--- config.mk ---
export PLATFORM = sky130hd
export DESIGN_NAME = elevator_car_controller
export DESIGN_NICKNAME = d
export VERILOG_FILES = /design/src/rtl/ecc_pkg.sv /design/src/rtl/ecc_ctrl.sv /design/src/rtl/ecc_dp.sv /design/src/rtl/elevator_car_controller.sv
export SDC_FILE = /design/constraint.sdc
export NUM_CORES = 1
export LEC_CHECK = 0
export BUFFER_PORTS_ARGS = -buffer_cell sky130_fd_sc_hd__buf_2
export CORE_MARGIN = 1.5
export CORE_UTILIZATION = 45
export CTS_CLUSTER_DIAMETER = 50
export DETAILED_ROUTE_END_ITERATION = 8
export HOLD_SLACK_MARGIN = 0.1
export SYNTH_ARGS = -nofsm -noshare
export SYNTH_HDL_FRONTEND = slang
export SYNTH_HIERARCHICAL = 1
export SYNTH_SLANG_ARGS = --single-unit
--- constraint.sdc ---
create_clock -name i_clk -period 10.1 [get_ports i_clk]
set_input_delay 0.505 -clock i_clk [delete_from_list [all_inputs] [get_ports i_clk]]
set_output_delay 0.505 -clock i_clk [all_outputs]
set_load 0.03 [all_outputs]
--- src/rtl/ecc_pkg.sv ---
// ----------------------------------------------------------------------------
// ecc_pkg
// Shared types and constants for the elevator car controller.
// ----------------------------------------------------------------------------
package ecc_pkg;

    localparam int DEF_FLOORS   = 32;
    localparam int DEF_CAPACITY = 8;
    localparam int FLOOR_W      = 5;
    localparam int CNT_W        = 4;
    localparam int TICK_W       = 8;

    localparam logic [1:0] M_STOPPED  = 2'd0;
    localparam logic [1:0] M_UP       = 2'd1;
    localparam logic [1:0] M_DOWN     = 2'd2;
    localparam logic [1:0] M_STOPPING = 2'd3;

    localparam logic [1:0] K_TICK   = 2'd0;
    localparam logic [1:0] K_BOARD  = 2'd1;
    localparam logic [1:0] K_UNLOAD = 2'd2;
    localparam logic [1:0] K_SUMMON = 2'd3;

    localparam logic [TICK_W-1:0] STOP_TICKS = 8'd2;

    localparam logic [0:0] REG_FLOOR_COUNT = 1'd0;
    localparam logic [0:0] REG_TICKS       = 1'd1;

    // controller -> datapath
    typedef struct packed {
        logic start;      // latch item, run the non-scan part
        logic scan_clr;   // reset compaction indexes
        logic scan_step;  // examine one rider entry
        logic scan_done;  // commit compacted count
    } t_dp_cmd;

    // datapath -> controller
    typedef struct packed {
        logic is_unload;  // latched item is an unload while stopped
        logic scan_last;  // current scan index is the last entry
    } t_dp_sts;

endpackage

--- src/rtl/ecc_ctrl.sv ---
// ----------------------------------------------------------------------------
// ecc_ctrl
// Sequencer: accept one transaction, run the unload scan for an unload, present result.
// ----------------------------------------------------------------------------
module ecc_ctrl
    import ecc_pkg::*;
(
    input  logic    i_clk,
    input  logic    i_rst_n,
    input  logic    i_in_valid,
    output logic    o_in_ready,
    output logic    o_out_valid,
    input  logic    i_out_ready,
    output t_dp_cmd o_cmd,
    input  t_dp_sts i_sts
);
    typedef enum logic [1:0] {S_IDLE, S_DECIDE, S_SCAN, S_OUT} t_state;

    t_state r_state, n_state;
    logic   r_out_valid, n_out_valid;

    always_comb begin
        n_state     = r_state;
        n_out_valid = r_out_valid;
        o_cmd       = '0;
        unique case (r_state)
            S_IDLE: begin
                if (i_in_valid) begin
                    o_cmd.start = 1'b1;
                    n_state     = S_DECIDE;
                end
            end
            S_DECIDE: begin
                if (i_sts.is_unload) begin
                    o_cmd.scan_clr = 1'b1;
                    n_state        = S_SCAN;
                end else begin
                    n_out_valid = 1'b1;
                    n_state     = S_OUT;
                end
            end
            S_SCAN: begin
                o_cmd.scan_step = 1'b1;
                if (i_sts.scan_last) begin
                    o_cmd.scan_done = 1'b1;
                    n_out_valid     = 1'b1;
                    n_state         = S_OUT;
                end
            end
            S_OUT: begin
                if (i_out_ready) begin
                    n_out_valid = 1'b0;
                    n_state     = S_IDLE;
                end
            end
            default: n_state = S_IDLE;
        endcase
    end

    always_ff @(posedge i_clk) begin
        if (!i_rst_n) begin
            r_state     <= S_IDLE;
            r_out_valid <= 1'b0;
        end else begin
            r_state     <= n_state;
            r_out_valid <= n_out_valid;
        end
    end

    assign o_in_ready  = (r_state == S_IDLE);
    assign o_out_valid = r_out_valid;
endmodule

--- src/rtl/ecc_dp.sv ---
// ----------------------------------------------------------------------------
// ecc_dp
// Car state, target and summon maps, rider destination store and result.
// ----------------------------------------------------------------------------
module ecc_dp
    import ecc_pkg::*;
#(
    parameter int FLOORS   = DEF_FLOORS,
    parameter int CAPACITY = DEF_CAPACITY
)(
    input  logic                i_clk,
    input  logic                i_rst_n,
    input  logic [1:0]          i_kind,
    input  logic [FLOOR_W-1:0]  i_floor,
    input  logic                i_flag,
    input  logic [5:0]          i_floor_count,
    input  logic [TICK_W-1:0]   i_ticks_per_floor,
    input  t_dp_cmd             i_cmd,
    output t_dp_sts             o_sts,
    output logic [23:0]         o_result
);
    localparam int MAP_W = (FLOORS < 32) ? FLOORS : 32;
    localparam int IDX_W = (CAPACITY > 1) ? $clog2(CAPACITY) : 1;
    localparam int RC_W  = $clog2(CAPACITY + 1);
    localparam logic [5:0] TOP = 6'(MAP_W);

    logic [1:0]         r_motion;
    logic [TICK_W-1:0]  r_elapsed, r_goal;
    logic [FLOOR_W-1:0] r_cur;
    logic               r_last_up;
    logic [31:0]        r_up_t, r_dn_t, r_summon;
    logic [RC_W-1:0]    r_count, r_k, r_i;
    logic [FLOOR_W-1:0] r_dest [CAPACITY];
    logic               r_unl_go, r_acc;
    logic [CNT_W-1:0]   r_unl;

    // effective floor count
    logic [5:0] n_eff;
    always_comb begin
        n_eff = i_floor_count;
        if (n_eff < 6'd2) n_eff = 6'd2;
        if (n_eff > TOP)  n_eff = TOP;
    end

    logic [31:0] valid_mask, s_eff, above, below, s_up, s_dn;
    assign valid_mask = (n_eff >= 6'd32) ? 32'hFFFF_FFFF : ((32'd1 << n_eff) - 32'd1);
    assign s_eff = r_summon & valid_mask;
    assign above = ~((32'd2 << r_cur) - 32'd1);
    assign below = (32'd1 << r_cur) - 32'd1;
    assign s_up  = s_eff & above;
    assign s_dn  = s_eff & below;

    // nearest summon distances
    logic [5:0] du, dd;
    always_comb begin
        du = 6'd63;
        for (int f = 31; f >= 0; f--)
            if (s_up[f]) du = 6'(f) - {1'b0, r_cur};
        dd = 6'd63;
        for (int f = 0; f < 32; f++)
            if (s_dn[f]) dd = {1'b0, r_cur} - 6'(f);
    end

    logic [1:0] choice;
    always_comb begin
        logic [1:0] pref;
        pref = r_last_up ? M_UP : M_DOWN;
        if (r_up_t != 0 && r_dn_t != 0) choice = pref;
        else if (r_up_t != 0)           choice = M_UP;
        else if (r_dn_t != 0)           choice = M_DOWN;
        else if (s_up != 0 && s_dn != 0)
            choice = (du < dd) ? M_UP : (du > dd) ? M_DOWN : pref;
        else if (s_up != 0)             choice = M_UP;
        else if (s_dn != 0)             choice = M_DOWN;
        else                            choice = M_STOPPED;
    end

    // tick next state
    logic [1:0]         t_mot;
    logic [FLOOR_W-1:0] t_cur;
    always_comb begin
        logic [FLOOR_W-1:0] nf;
        logic [31:0] sa, sb;
        t_mot = r_motion;
        t_cur = r_cur;
        nf    = r_cur;
        sa = s_eff & ~((32'd4 << r_cur) - 32'd1);
        sb = s_eff & ((32'd1 << r_cur) - 32'd1) & ~(32'd1 << (r_cur - 5'd1));
        unique case (r_motion)
            M_STOPPED: t_mot = choice;
            M_UP: begin
                if ({1'b0, r_cur} + 6'd1 >= n_eff) t_mot = M_STOPPING;
                else begin
                    nf    = r_cur + 5'd1;
                    t_cur = nf;
                    if (r_up_t[nf] || s_eff[nf] || (r_up_t == 0 && sa == 0))
                        t_mot = M_STOPPING;
                end
            end
            M_DOWN: begin
                if (r_cur == '0) t_mot = M_STOPPING;
                else begin
                    nf    = r_cur - 5'd1;
                    t_cur = nf;
                    if (r_dn_t[nf] || s_eff[nf] || (r_dn_t == 0 && sb == 0))
                        t_mot = M_STOPPING;
                end
            end
            default: t_mot = M_STOPPED;
        endcase
    end

    logic [RC_W-1:0] cap_c;
    assign cap_c = RC_W'(CAPACITY);

    always_ff @(posedge i_clk) begin
        if (!i_rst_n) begin
            r_motion  <= M_STOPPED;
            r_elapsed <= '0;
            r_goal    <= '0;
            r_cur     <= '0;
            r_last_up <= 1'b0;
            r_up_t    <= '0;
            r_dn_t    <= '0;
            r_summon  <= '0;
            r_count   <= '0;
            r_unl_go  <= 1'b0;
            r_acc     <= 1'b0;
            r_unl     <= '0;
            r_k       <= '0;
            r_i       <= '0;
        end else begin
            if (i_cmd.start) begin
                r_acc    <= 1'b0;
                r_unl    <= '0;
                r_unl_go <= 1'b0;
                case (i_kind)
                    K_TICK: begin
                        if (r_elapsed != r_goal) r_elapsed <= r_elapsed + 8'd1;
                        else begin
                            r_motion  <= t_mot;
                            r_cur     <= t_cur;
                            r_elapsed <= '0;
                            unique case (t_mot)
                                M_STOPPED: r_goal <= '0;
                                M_UP: begin
                                    r_goal <= i_ticks_per_floor; r_last_up <= 1'b1;
                                end
                                M_DOWN: begin
                                    r_goal <= i_ticks_per_floor; r_last_up <= 1'b0;
                                end
                                default: r_goal <= STOP_TICKS;
                            endcase
                        end
                    end
                    K_BOARD: begin
                        if (r_count < cap_c && {1'b0, i_floor} < n_eff) begin
                            r_dest[r_count[IDX_W-1:0]] <= i_floor;
                            r_count <= r_count + 1'b1;
                            if (i_floor > r_cur) r_up_t[i_floor] <= 1'b1;
                            else                 r_dn_t[i_floor] <= 1'b1;
                            r_acc <= 1'b1;
                        end
                    end
                    K_UNLOAD: begin
                        if (r_motion == M_STOPPED) begin
                            r_up_t[r_cur] <= 1'b0;
                            r_dn_t[r_cur] <= 1'b0;
                            r_acc    <= 1'b1;
                            r_unl_go <= 1'b1;
                        end
                    end
                    default: begin
                        if ({1'b0, i_floor} < n_eff) begin
                            r_summon[i_floor] <= i_flag;
                            r_acc <= 1'b1;
                        end
                    end
                endcase
            end
            if (i_cmd.scan_clr) begin
                r_k <= '0;
                r_i <= '0;
            end
            if (i_cmd.scan_step && r_i < r_count) begin
                if (r_dest[r_i[IDX_W-1:0]] == r_cur) r_unl <= r_unl + 1'b1;
                else begin
                    r_dest[r_k[IDX_W-1:0]] <= r_dest[r_i[IDX_W-1:0]];
                    r_k <= r_k + 1'b1;
                end
            end
            if (i_cmd.scan_step) r_i <= r_i + 1'b1;
            if (i_cmd.scan_done) begin
                if (r_i < r_count && r_dest[r_i[IDX_W-1:0]] != r_cur) r_count <= r_k + 1'b1;
                else if (r_i < r_count) r_count <= r_k;
                else r_count <= r_k;
            end
        end
    end

    assign o_sts.is_unload = r_unl_go;
    assign o_sts.scan_last = (r_i >= r_count) || (r_i == RC_W'(CAPACITY - 1));

    logic full;
    assign full = (r_count >= cap_c);
    assign o_result = {7'd0, r_unl, r_acc, full, CNT_W'(r_count), r_cur, r_motion};
endmodule

--- src/rtl/elevator_car_controller.sv ---
// ----------------------------------------------------------------------------
// elevator_car_controller
// One elevator car: motion, timer, targets, summons and riders on board.
// ----------------------------------------------------------------------------
// Usage:
//  Input stream (s_axis): one transaction per event - tick, board a rider,
//  unload at the current floor, or set/clear a hall summon.
//  Output stream (m_axis): exactly one result transaction per input, giving
//  motion, car floor, rider count, full flag, accepted flag and the number
//  of riders unloaded.
//  Configuration (APB): floor_count at 0x0, ticks_per_floor at 0x4. Write
//  only while idle.
//  Sequence: tick, board and summon go through a decide state before
//  m_axis_tvalid rises; unload then walks the rider store one entry a
//  cycle in a scan state before the result is raised. One item is in
//  flight at a time: a new transaction is taken only after the result
//  has been accepted. The rider scan makes an unload with a full car the
//  longest transaction.
//  Reset clears motion, timer, floor, maps and rider count; registers go
//  to 32 floors and 3 ticks per floor.
//  A stalled receiver holds the result and s_axis_tready stays low.
// ----------------------------------------------------------------------------
module elevator_car_controller
    import ecc_pkg::*;
#(
    parameter int FLOORS   = DEF_FLOORS,
    parameter int CAPACITY = DEF_CAPACITY
)(
    input  logic        i_clk,
    input  logic        i_rst_n,
    input  logic        s_axis_tvalid,
    output logic        s_axis_tready,
    input  logic [7:0]  s_axis_tdata,  // [4:0] floor, [5] summon_flag
    input  logic [1:0]  s_axis_tuser,  // [1:0] kind
    output logic        m_axis_tvalid,
    input  logic        m_axis_tready,
    // [1:0] motion, [6:2] car_floor, [10:7] rider_total, [11] full_res,
    // [12] accepted, [16:13] unloaded_count
    output logic [23:0] m_axis_tdata,
    input  logic        psel,
    input  logic        penable,
    input  logic        pwrite,
    input  logic [2:0]  paddr,
    input  logic [31:0] pwdata,
    output logic [31:0] prdata,
    output logic        pready
);
    logic [5:0]        r_floor_count;
    logic [TICK_W-1:0] r_ticks;
    t_dp_cmd           w_cmd;
    t_dp_sts           w_sts;

    assign pready = 1'b1;

    // register writes
    always_ff @(posedge i_clk) begin
        if (!i_rst_n) begin
            r_floor_count <= 6'd32;
            r_ticks       <= 8'd3;
        end else if (psel && penable && pwrite && paddr[1:0] == 2'b00) begin
            if (paddr[2] == REG_FLOOR_COUNT) r_floor_count <= pwdata[5:0];
            else                             r_ticks       <= pwdata[7:0];
        end
    end

    always_comb begin
        prdata = '0;
        if (paddr[1:0] == 2'b00) begin
            if (paddr[2] == REG_FLOOR_COUNT) prdata = {26'd0, r_floor_count};
            else                             prdata = {24'd0, r_ticks};
        end
    end

    ecc_ctrl u_ctrl (
        .i_clk       (i_clk),
        .i_rst_n     (i_rst_n),
        .i_in_valid  (s_axis_tvalid),
        .o_in_ready  (s_axis_tready),
        .o_out_valid (m_axis_tvalid),
        .i_out_ready (m_axis_tready),
        .o_cmd       (w_cmd),
        .i_sts       (w_sts)
    );

    ecc_dp #(.FLOORS(FLOORS), .CAPACITY(CAPACITY)) u_dp (
        .i_clk             (i_clk),
        .i_rst_n           (i_rst_n),
        .i_kind            (s_axis_tuser),
        .i_floor           (s_axis_tdata[4:0]),
        .i_flag            (s_axis_tdata[5]),
        .i_floor_count     (r_floor_count),
        .i_ticks_per_floor (r_ticks),
        .i_cmd             (w_cmd),
        .o_sts             (w_sts),
        .o_result          (m_axis_tdata)
    );
endmodule

# After elaboration in Yosys (flattened, before gate mapping)
# Memory sizes are Yosys's and may differ from the RTL's. A register that Yosys moved wholly into a read port is not among the register bits.
# Cells that the tools add are included.
[word_totals] n_memories=1 reg_bits=155 mem_bits_rw=40
[op_classes] n_reduce_logical=54 bitwise=16 n_shift=5 n_addsub=75 order_cmp=18 n_mux=156 n_eq_ne=23
[memory_table] name="u_dp.r_dest" depth=8 width=5 read_ports=1 rd_clocked_by_memory_dff=1 wr=1 line="ecc_dp.sv:33" source="logic [FLOOR_W-1:0] r_dest [CAPACITY];"
[op_table] op="2-to-1 mux 6 bit" count=66
[op_table] op="bitwise AND 32 bit" count=7
[op_table] op="2-to-1 mux 32 bit" count=7
[op_table] op="logical NOT 32 bit" count=4
[op_table] op="NOT 32 bit" count=4
[op_table] op="case mux 32 bit (2 select lines)" count=2
[op_table] op="nonzero test 32 bit" count=4
[op_table] op="subtractor 32 x 1 -> 32 bit, second input constant" count=4
[op_table] op="subtractor 5 x 5 -> 6 bit, first input constant" count=16
[op_table] op="subtractor 5 x 5 -> 6 bit, second input constant" count=16
[op_table] op="bitwise OR 32 bit" count=2
[op_table] op="left shift 1 x 5 -> 32 bit, first input constant" count=2
[op_table] op="2-to-1 mux 4 bit" count=13
[op_table] op="subtractor 4 x 5 -> 6 bit, first input constant" count=8
[op_table] op="subtractor 5 x 4 -> 6 bit, second input constant" count=8
[op_table] op="2-to-1 mux 2 bit" count=17
[op_table] op="bitwise mux 32 bit" count=1
[op_table] op="left shift 1 x 6 -> 32 bit, first input constant" count=1
[op_table] op="left shift 2 x 5 -> 32 bit, first input constant" count=1
[op_table] op="left shift 3 x 5 -> 32 bit, first input constant" count=1
[op_table] op="2-to-1 mux 1 bit" count=28
[op_table] op="< comparator 5 x 6 -> 1 bit, second input constant" count=4
[op_table] op="2-to-1 mux 8 bit" count=3
[op_table] op="subtractor 3 x 5 -> 6 bit, first input constant" count=4
[op_table] op="56 further kinds" count=124

# Depth between registers and ports, before layout
[depth] depth_word=52 ltp_mapped=36

# Modules after synthesis
# The synthesis kept the hierarchy.
[modules_own_cells] mod="ecc_dp" n_inst=1 seq_area_each_um2=4023.9 area_each_um2=18378.9 cells_per_inst=2546
[modules_own_cells] mod="elevator_car_controller" n_inst=1 seq_area_each_um2=280.3 area_each_um2=904.6 cells_per_inst=104
[modules_own_cells] mod="ecc_ctrl" n_inst=1 seq_area_each_um2=60.1 area_each_um2=252.7 cells_per_inst=27

# Worst setup path after synthesis
# OpenSTA, ideal clock, no wires.
[synth_timing] path_kind="reg-to-reg" startpoint="register u_dp.r_cur[2]" endpoint="register u_dp.r_goal[6]" required_ns=9.983 setup_slack_ns=2.570 arrival_time_ns=7.413 setup_time_ns=0.117 stages_incl_launch_ff=36 path_cell_list="dfxtp_1 > buf_2 > clkbuf_1 > inv_1 > clkbuf_1 > ha_1 > or3b_1 > buf_2 > ha_1 > nor2b_1 > a21oi_1 > or4_1 > buf_2 > nor3_2 > mux2_2 > clkbuf_1 > a311oi_1 > o21ai_1 > a2111o_1 > o2111ai_1 > a221oi_1 > o41ai_1 > ha_1 > o21a_1 > o21a_1 > o21ai_0 > nand2b_1 > a21oi_1 > a41oi_1 > nand2_1 > or3_1 > a32oi_2 > ha_1 > and3_1 > clkbuf_1 > a22o_1"
[synth_between] elab_chain_len=47 elab_cells_between_ends=185
[synth_rtl] element="start: declaration" line="ecc_dp.sv:29" source="logic [FLOOR_W-1:0] r_cur;"
[synth_rtl] element="start signal: assignment" line="ecc_dp.sv:142" source="r_cur <= t_cur;"
[synth_rtl] element="left shift 2 x 5 -> 32 bit" line="ecc_dp.sv:48" source="assign above = ~((32'd2 << r_cur) - 32'd1);"
[synth_rtl] element="subtractor 32 x 1 -> 32 bit" line="ecc_dp.sv:48"
[synth_rtl] element="NOT 32 bit" line="ecc_dp.sv:48"
[synth_rtl] element="bitwise AND 32 bit" line="ecc_dp.sv:50" source="assign s_up = s_eff & above;"
[synth_rtl] element="2-to-1 mux 6 bit (32 in series)" line="ecc_dp.sv:58" source="if (s_up[f]) du = 6'(f) - {1'b0, r_cur};"
[synth_rtl] element="greater-than comparator 6 bit" line="ecc_dp.sv:72" source="choice = (du < dd) ? M_UP : (du > dd) ? M_DOWN : pref;"
[synth_rtl] element="2-to-1 mux 2 bit (2 in series)" line="ecc_dp.sv:72"
[synth_rtl] element="2-to-1 mux 2 bit" line="ecc_dp.sv:71" source="else if (s_up != 0 && s_dn != 0)"
[synth_rtl] element="2-to-1 mux 2 bit" line="ecc_dp.sv:70" source="else if (r_dn_t != 0) choice = M_DOWN;"
[synth_rtl] element="2-to-1 mux 2 bit" line="ecc_dp.sv:69" source="else if (r_up_t != 0) choice = M_UP;"
[synth_rtl] element="2-to-1 mux 2 bit" line="ecc_dp.sv:68" source="if (r_up_t != 0 && r_dn_t != 0) choice = pref;"
[synth_rtl] element="case mux 2 bit (3 select lines) *" line="ecc_dp.sv:89" source="unique case (r_motion)"
[synth_rtl] element="equality test 2 x 1 -> 1 bit / equality test 2 bit (equally long branches)" line="ecc_dp.sv:144" source="unique case (t_mot)"
[synth_rtl] element="OR reduction 2 bit (no source line)"
[synth_rtl] element="case mux 8 bit (2 select lines) *" line="ecc_dp.sv:144"
[synth_rtl] element="end signal: assignment" line="ecc_dp.sv:145" source="M_STOPPED: r_goal <= '0;"
[synth_rtl] element="end signal: assignment" line="ecc_dp.sv:147" source="r_goal <= i_ticks_per_floor; r_last_up <= 1'b1;"
[synth_rtl] element="end signal: assignment" line="ecc_dp.sv:150" source="r_goal <= i_ticks_per_floor; r_last_up <= 1'b0;"
[synth_rtl] element="end: declaration" line="ecc_dp.sv:28" source="logic [TICK_W-1:0] r_elapsed, r_goal;"
# Every way passes the cells marked *; elsewhere a longest branch is shown, timed or not. The select of a mux whose other input is x is not followed.
# A chain may end at the register's enable or synchronous reset.

# Worst setup path in the final report
[layout_timing] startpoint="register u_dp.r_cur[0]" endpoint="register u_dp.r_goal[5]"
# Same word-level chain as after synthesis.

==> impl_metrics.toml <==
[timing]
finalCritPeriodShare_pct = 88.8
hold_viol_final = 0
worstMarginPinSlew_ns = 1.20
fin_skew_ns = 0.0125
drv_slew = 0
fmax_mhz = 112
slew_headroom_pct = 17.4
setup_viol = 0
rsz0062_at_grt = "no"
timing.setup.tns_ns = 0
period_minus_slack_ns = 8.97

[synthesis]
seq_area_frac_synth_pct = 22.3
yosys.cell_types.count = 109
netlist_area_um2 = 19500
synth_edf_count = 40
ys.flop_type = "dfxtp_1"
synth_warnings = 6
ys_ff_latch = 198
async_flop_share_pct = 0
syn_avg_cell_area_um2 = 7.30
netlist_instances = 2677

[flow_run]
maxCapViolations = 0

[clocking]
numCtsBuffers = 17
htree_num_levels = 4
cts-root-buf = "clkbuf_16"
post_cts_buffers = 0
hold_buffers = 0
cts_resized = 0
clk_path_buf_depth = 2
clkTransAtPathRegs_ns = 0.07
tritoncts = "built"
insertion_delay_ns = 0.46
cts.sinks = 198

[global_route]
antenna_found_initial = 2
grt_pass1_vias = 21000
grt_pass1_wl_um = 144000
grt_max_degree = 86
grt_usage_pct = 44.0
gr-total-overflow = 0

[route]
wl_per_cell_um = 30.8
wl_um = 99800
ant_nets = 0
drc = 0
routed_via_density = 6.98
drtIter0Drc = 3089
routed-via-count = 22600
firstDrtPassIters = 8

[floorplan]
design.portCount = 111
initial_core_util_pct = 45.5
die_x_um = 211
design.die.area_um2 = 44700
fp.coreArea_um2 = 43000
rows = 76
die_h_um = 211

[place]
portBuffers = 52
post-dp-hpwl_um = 74700
gp_congestion = 1.09

[worst_setup_path]
cp_data_arrival_time_ns = 9.31
r2r_start = "u_dp/r_cur[0]$_SDFFE_PN0P_"
critPathMaxFanout = 14
critPathSlowestCell = "mux2i_1"
path_common_cell = "ha_1"
cp-start-kind = "register"
worstSetupPathType = "register to register"
crit_path_start = "u_dp/r_cur[0]$_SDFFE_PN0P_"
r2r_slack_ns = 1.13
cp.required_ns = 10.44
max_stage_delay_ns = 1.03
critPathCaptureType = "register"

[cells_and_area]
layout_common_cells = "298 x nand2_1, 268 x nor2_1, 238 x o21ai_0"
final_common_cell = "nand2_1"
area_delta_synth_final_pct = 6.98
register_area_um2 = 4370
n_fill_cell = 4399
drive_above_1_share_pct = 10.6
multi_input_area_um2 = 14000
final_nets = 2754
insertedDiodeCount = 0
fin_util_pct = 48.6

[power_and_ir_drop]
vdd_drop_max_mv = 0.196
power_density_nw_per_um2 = 96.4
leakage_uw = 0.00770

[worst_hold_path]
hold_start = "pwdata[5]"
min_path_type = "input port to register"

[status]
status = "finished, final reports clean"
through the flow:
stage / total power, uW / std cells / hold WS, ns / worst slack [ns] / cell area (um2)
4_1_cts: 2010 / 3234 / 0.264 / 1.49 / 20900
3_3_place_gp: 1330 / 3202 / 0.458 / 1.53 / 20300
6_report: 2010 / 3234 / 0.279 / 1.13 / 20900
5_1_grt: 2090 / 3234 / 0.274 / 1.05 / 20900
3_5_place_dp: 1340 / 3202 / 0.466 / 1.49 / 20300
2_1_floorplan: 1230 / 2707 / 0.442 / 2.57 / 19600
path summary, 6_finish.rpt:
check	to	cells after the start
min reg2reg	r_floor_count[3]$_SDFFE_PN0P_	2
min	r_floor_count[5]$_SDFFE_PN1P_	2
max	u_dp/r_goal[5]$_SDFFE_PN0P_	31
max reg2reg	u_dp/r_goal[5]$_SDFFE_PN0P_	31
critical path, delay by kind of cell (launching register included):
kind / cells / cell delay (ns)
simple gates: 10 / 1.99
buf+inv: 2 / 0.45
fa+ha+maj: 5 / 2.01
compound gates: 13 / 2.95
mux: 1 / 1.03
flops: 1 / 0.42
power breakdown:
part	internal, uW	switching, uW	total (uW)	leakage (uW)
Sequential	832	44.0	876	0.00164
Combinational	159	299	458	0.00577
Clock	357	323	680	0.000284
area by class of cell:
type                            instances  share of cell area (%)
Clock buffer                           20                    2.14
Clock inverter                         12                   0.670
Inverter                               52                   0.934
Multi-Input combinational cell       2218                    67.1
Sequential cell                       198                    20.9
Tap cell                              585                    3.50
Timing Repair Buffer                  149                    4.73
per-layer routing:
metal | global-route usage [%] | vias up | part of all wire, %
met5 | 0 | - | 0.013
met4 | 33.7 | 2 | 9.0
met3 | 10.9 | 411 | 11
met2 | 67.9 | 1587 | 43
met1 | 52.7 | 10700 | 37
li1 | - | 9908 | -
synth_stat cells (all sizes together) (23+ instances only):
cell type,instances,area share (%)
nand2,298,5.7
nor2,271,5.3
o21ai,248,6.4
a21oi,236,6.0
dfxtp,158,16
clkbuf,157,3.0
buf,82,2.5
nor3,80,2.1
nand3,76,2.0
ha,66,4.2
xnor2,60,2.7
and2,58,1.9
nand4,58,1.9
inv,48,0.92
a211oi,45,1.8
mux2i,42,2.2
edfxtp,40,6.1
a31oi,38,1.2
mux4,36,4.2
and3,35,1.1
nor4,30,0.96
nand2b,26,0.87
nor2b,25,0.80
o211ai,25,0.96
o31ai,23,0.91
sequential cells by signal (all words and copies together), names as in the netlist, named ones only:
name	flops
u_dp/r_count	4
u_dp/r_acc	1
u_dp/r_summon	32
u_ctrl/r_state	2
u_dp/r_dest	40
u_ctrl/o_out_valid	1
u_dp/r_cur	5
u_dp/r_unl	4
u_dp/r_dn_t	32
u_dp/r_unl_go	1
u_dp/r_up_t	32
u_dp/r_motion	2
r_floor_count	6
u_dp/r_last_up	1
u_dp/r_goal	8
u_dp/r_k	4
u_dp/r_i	4
r_ticks	8
u_dp/r_elapsed	8
logic make-up after synthesis:
logic type | synth area share (%)
and+or+nand+nor | 26.2
adders and majority gates | 4.23
xor gates and xnor gates | 3.23
other | 0.0768
muxes | 6.65
DFF | 22.3
buffers and inverters | 6.54
AOI/OAI and AO/OA | 30.8
(Power assumes the default switching activity.)
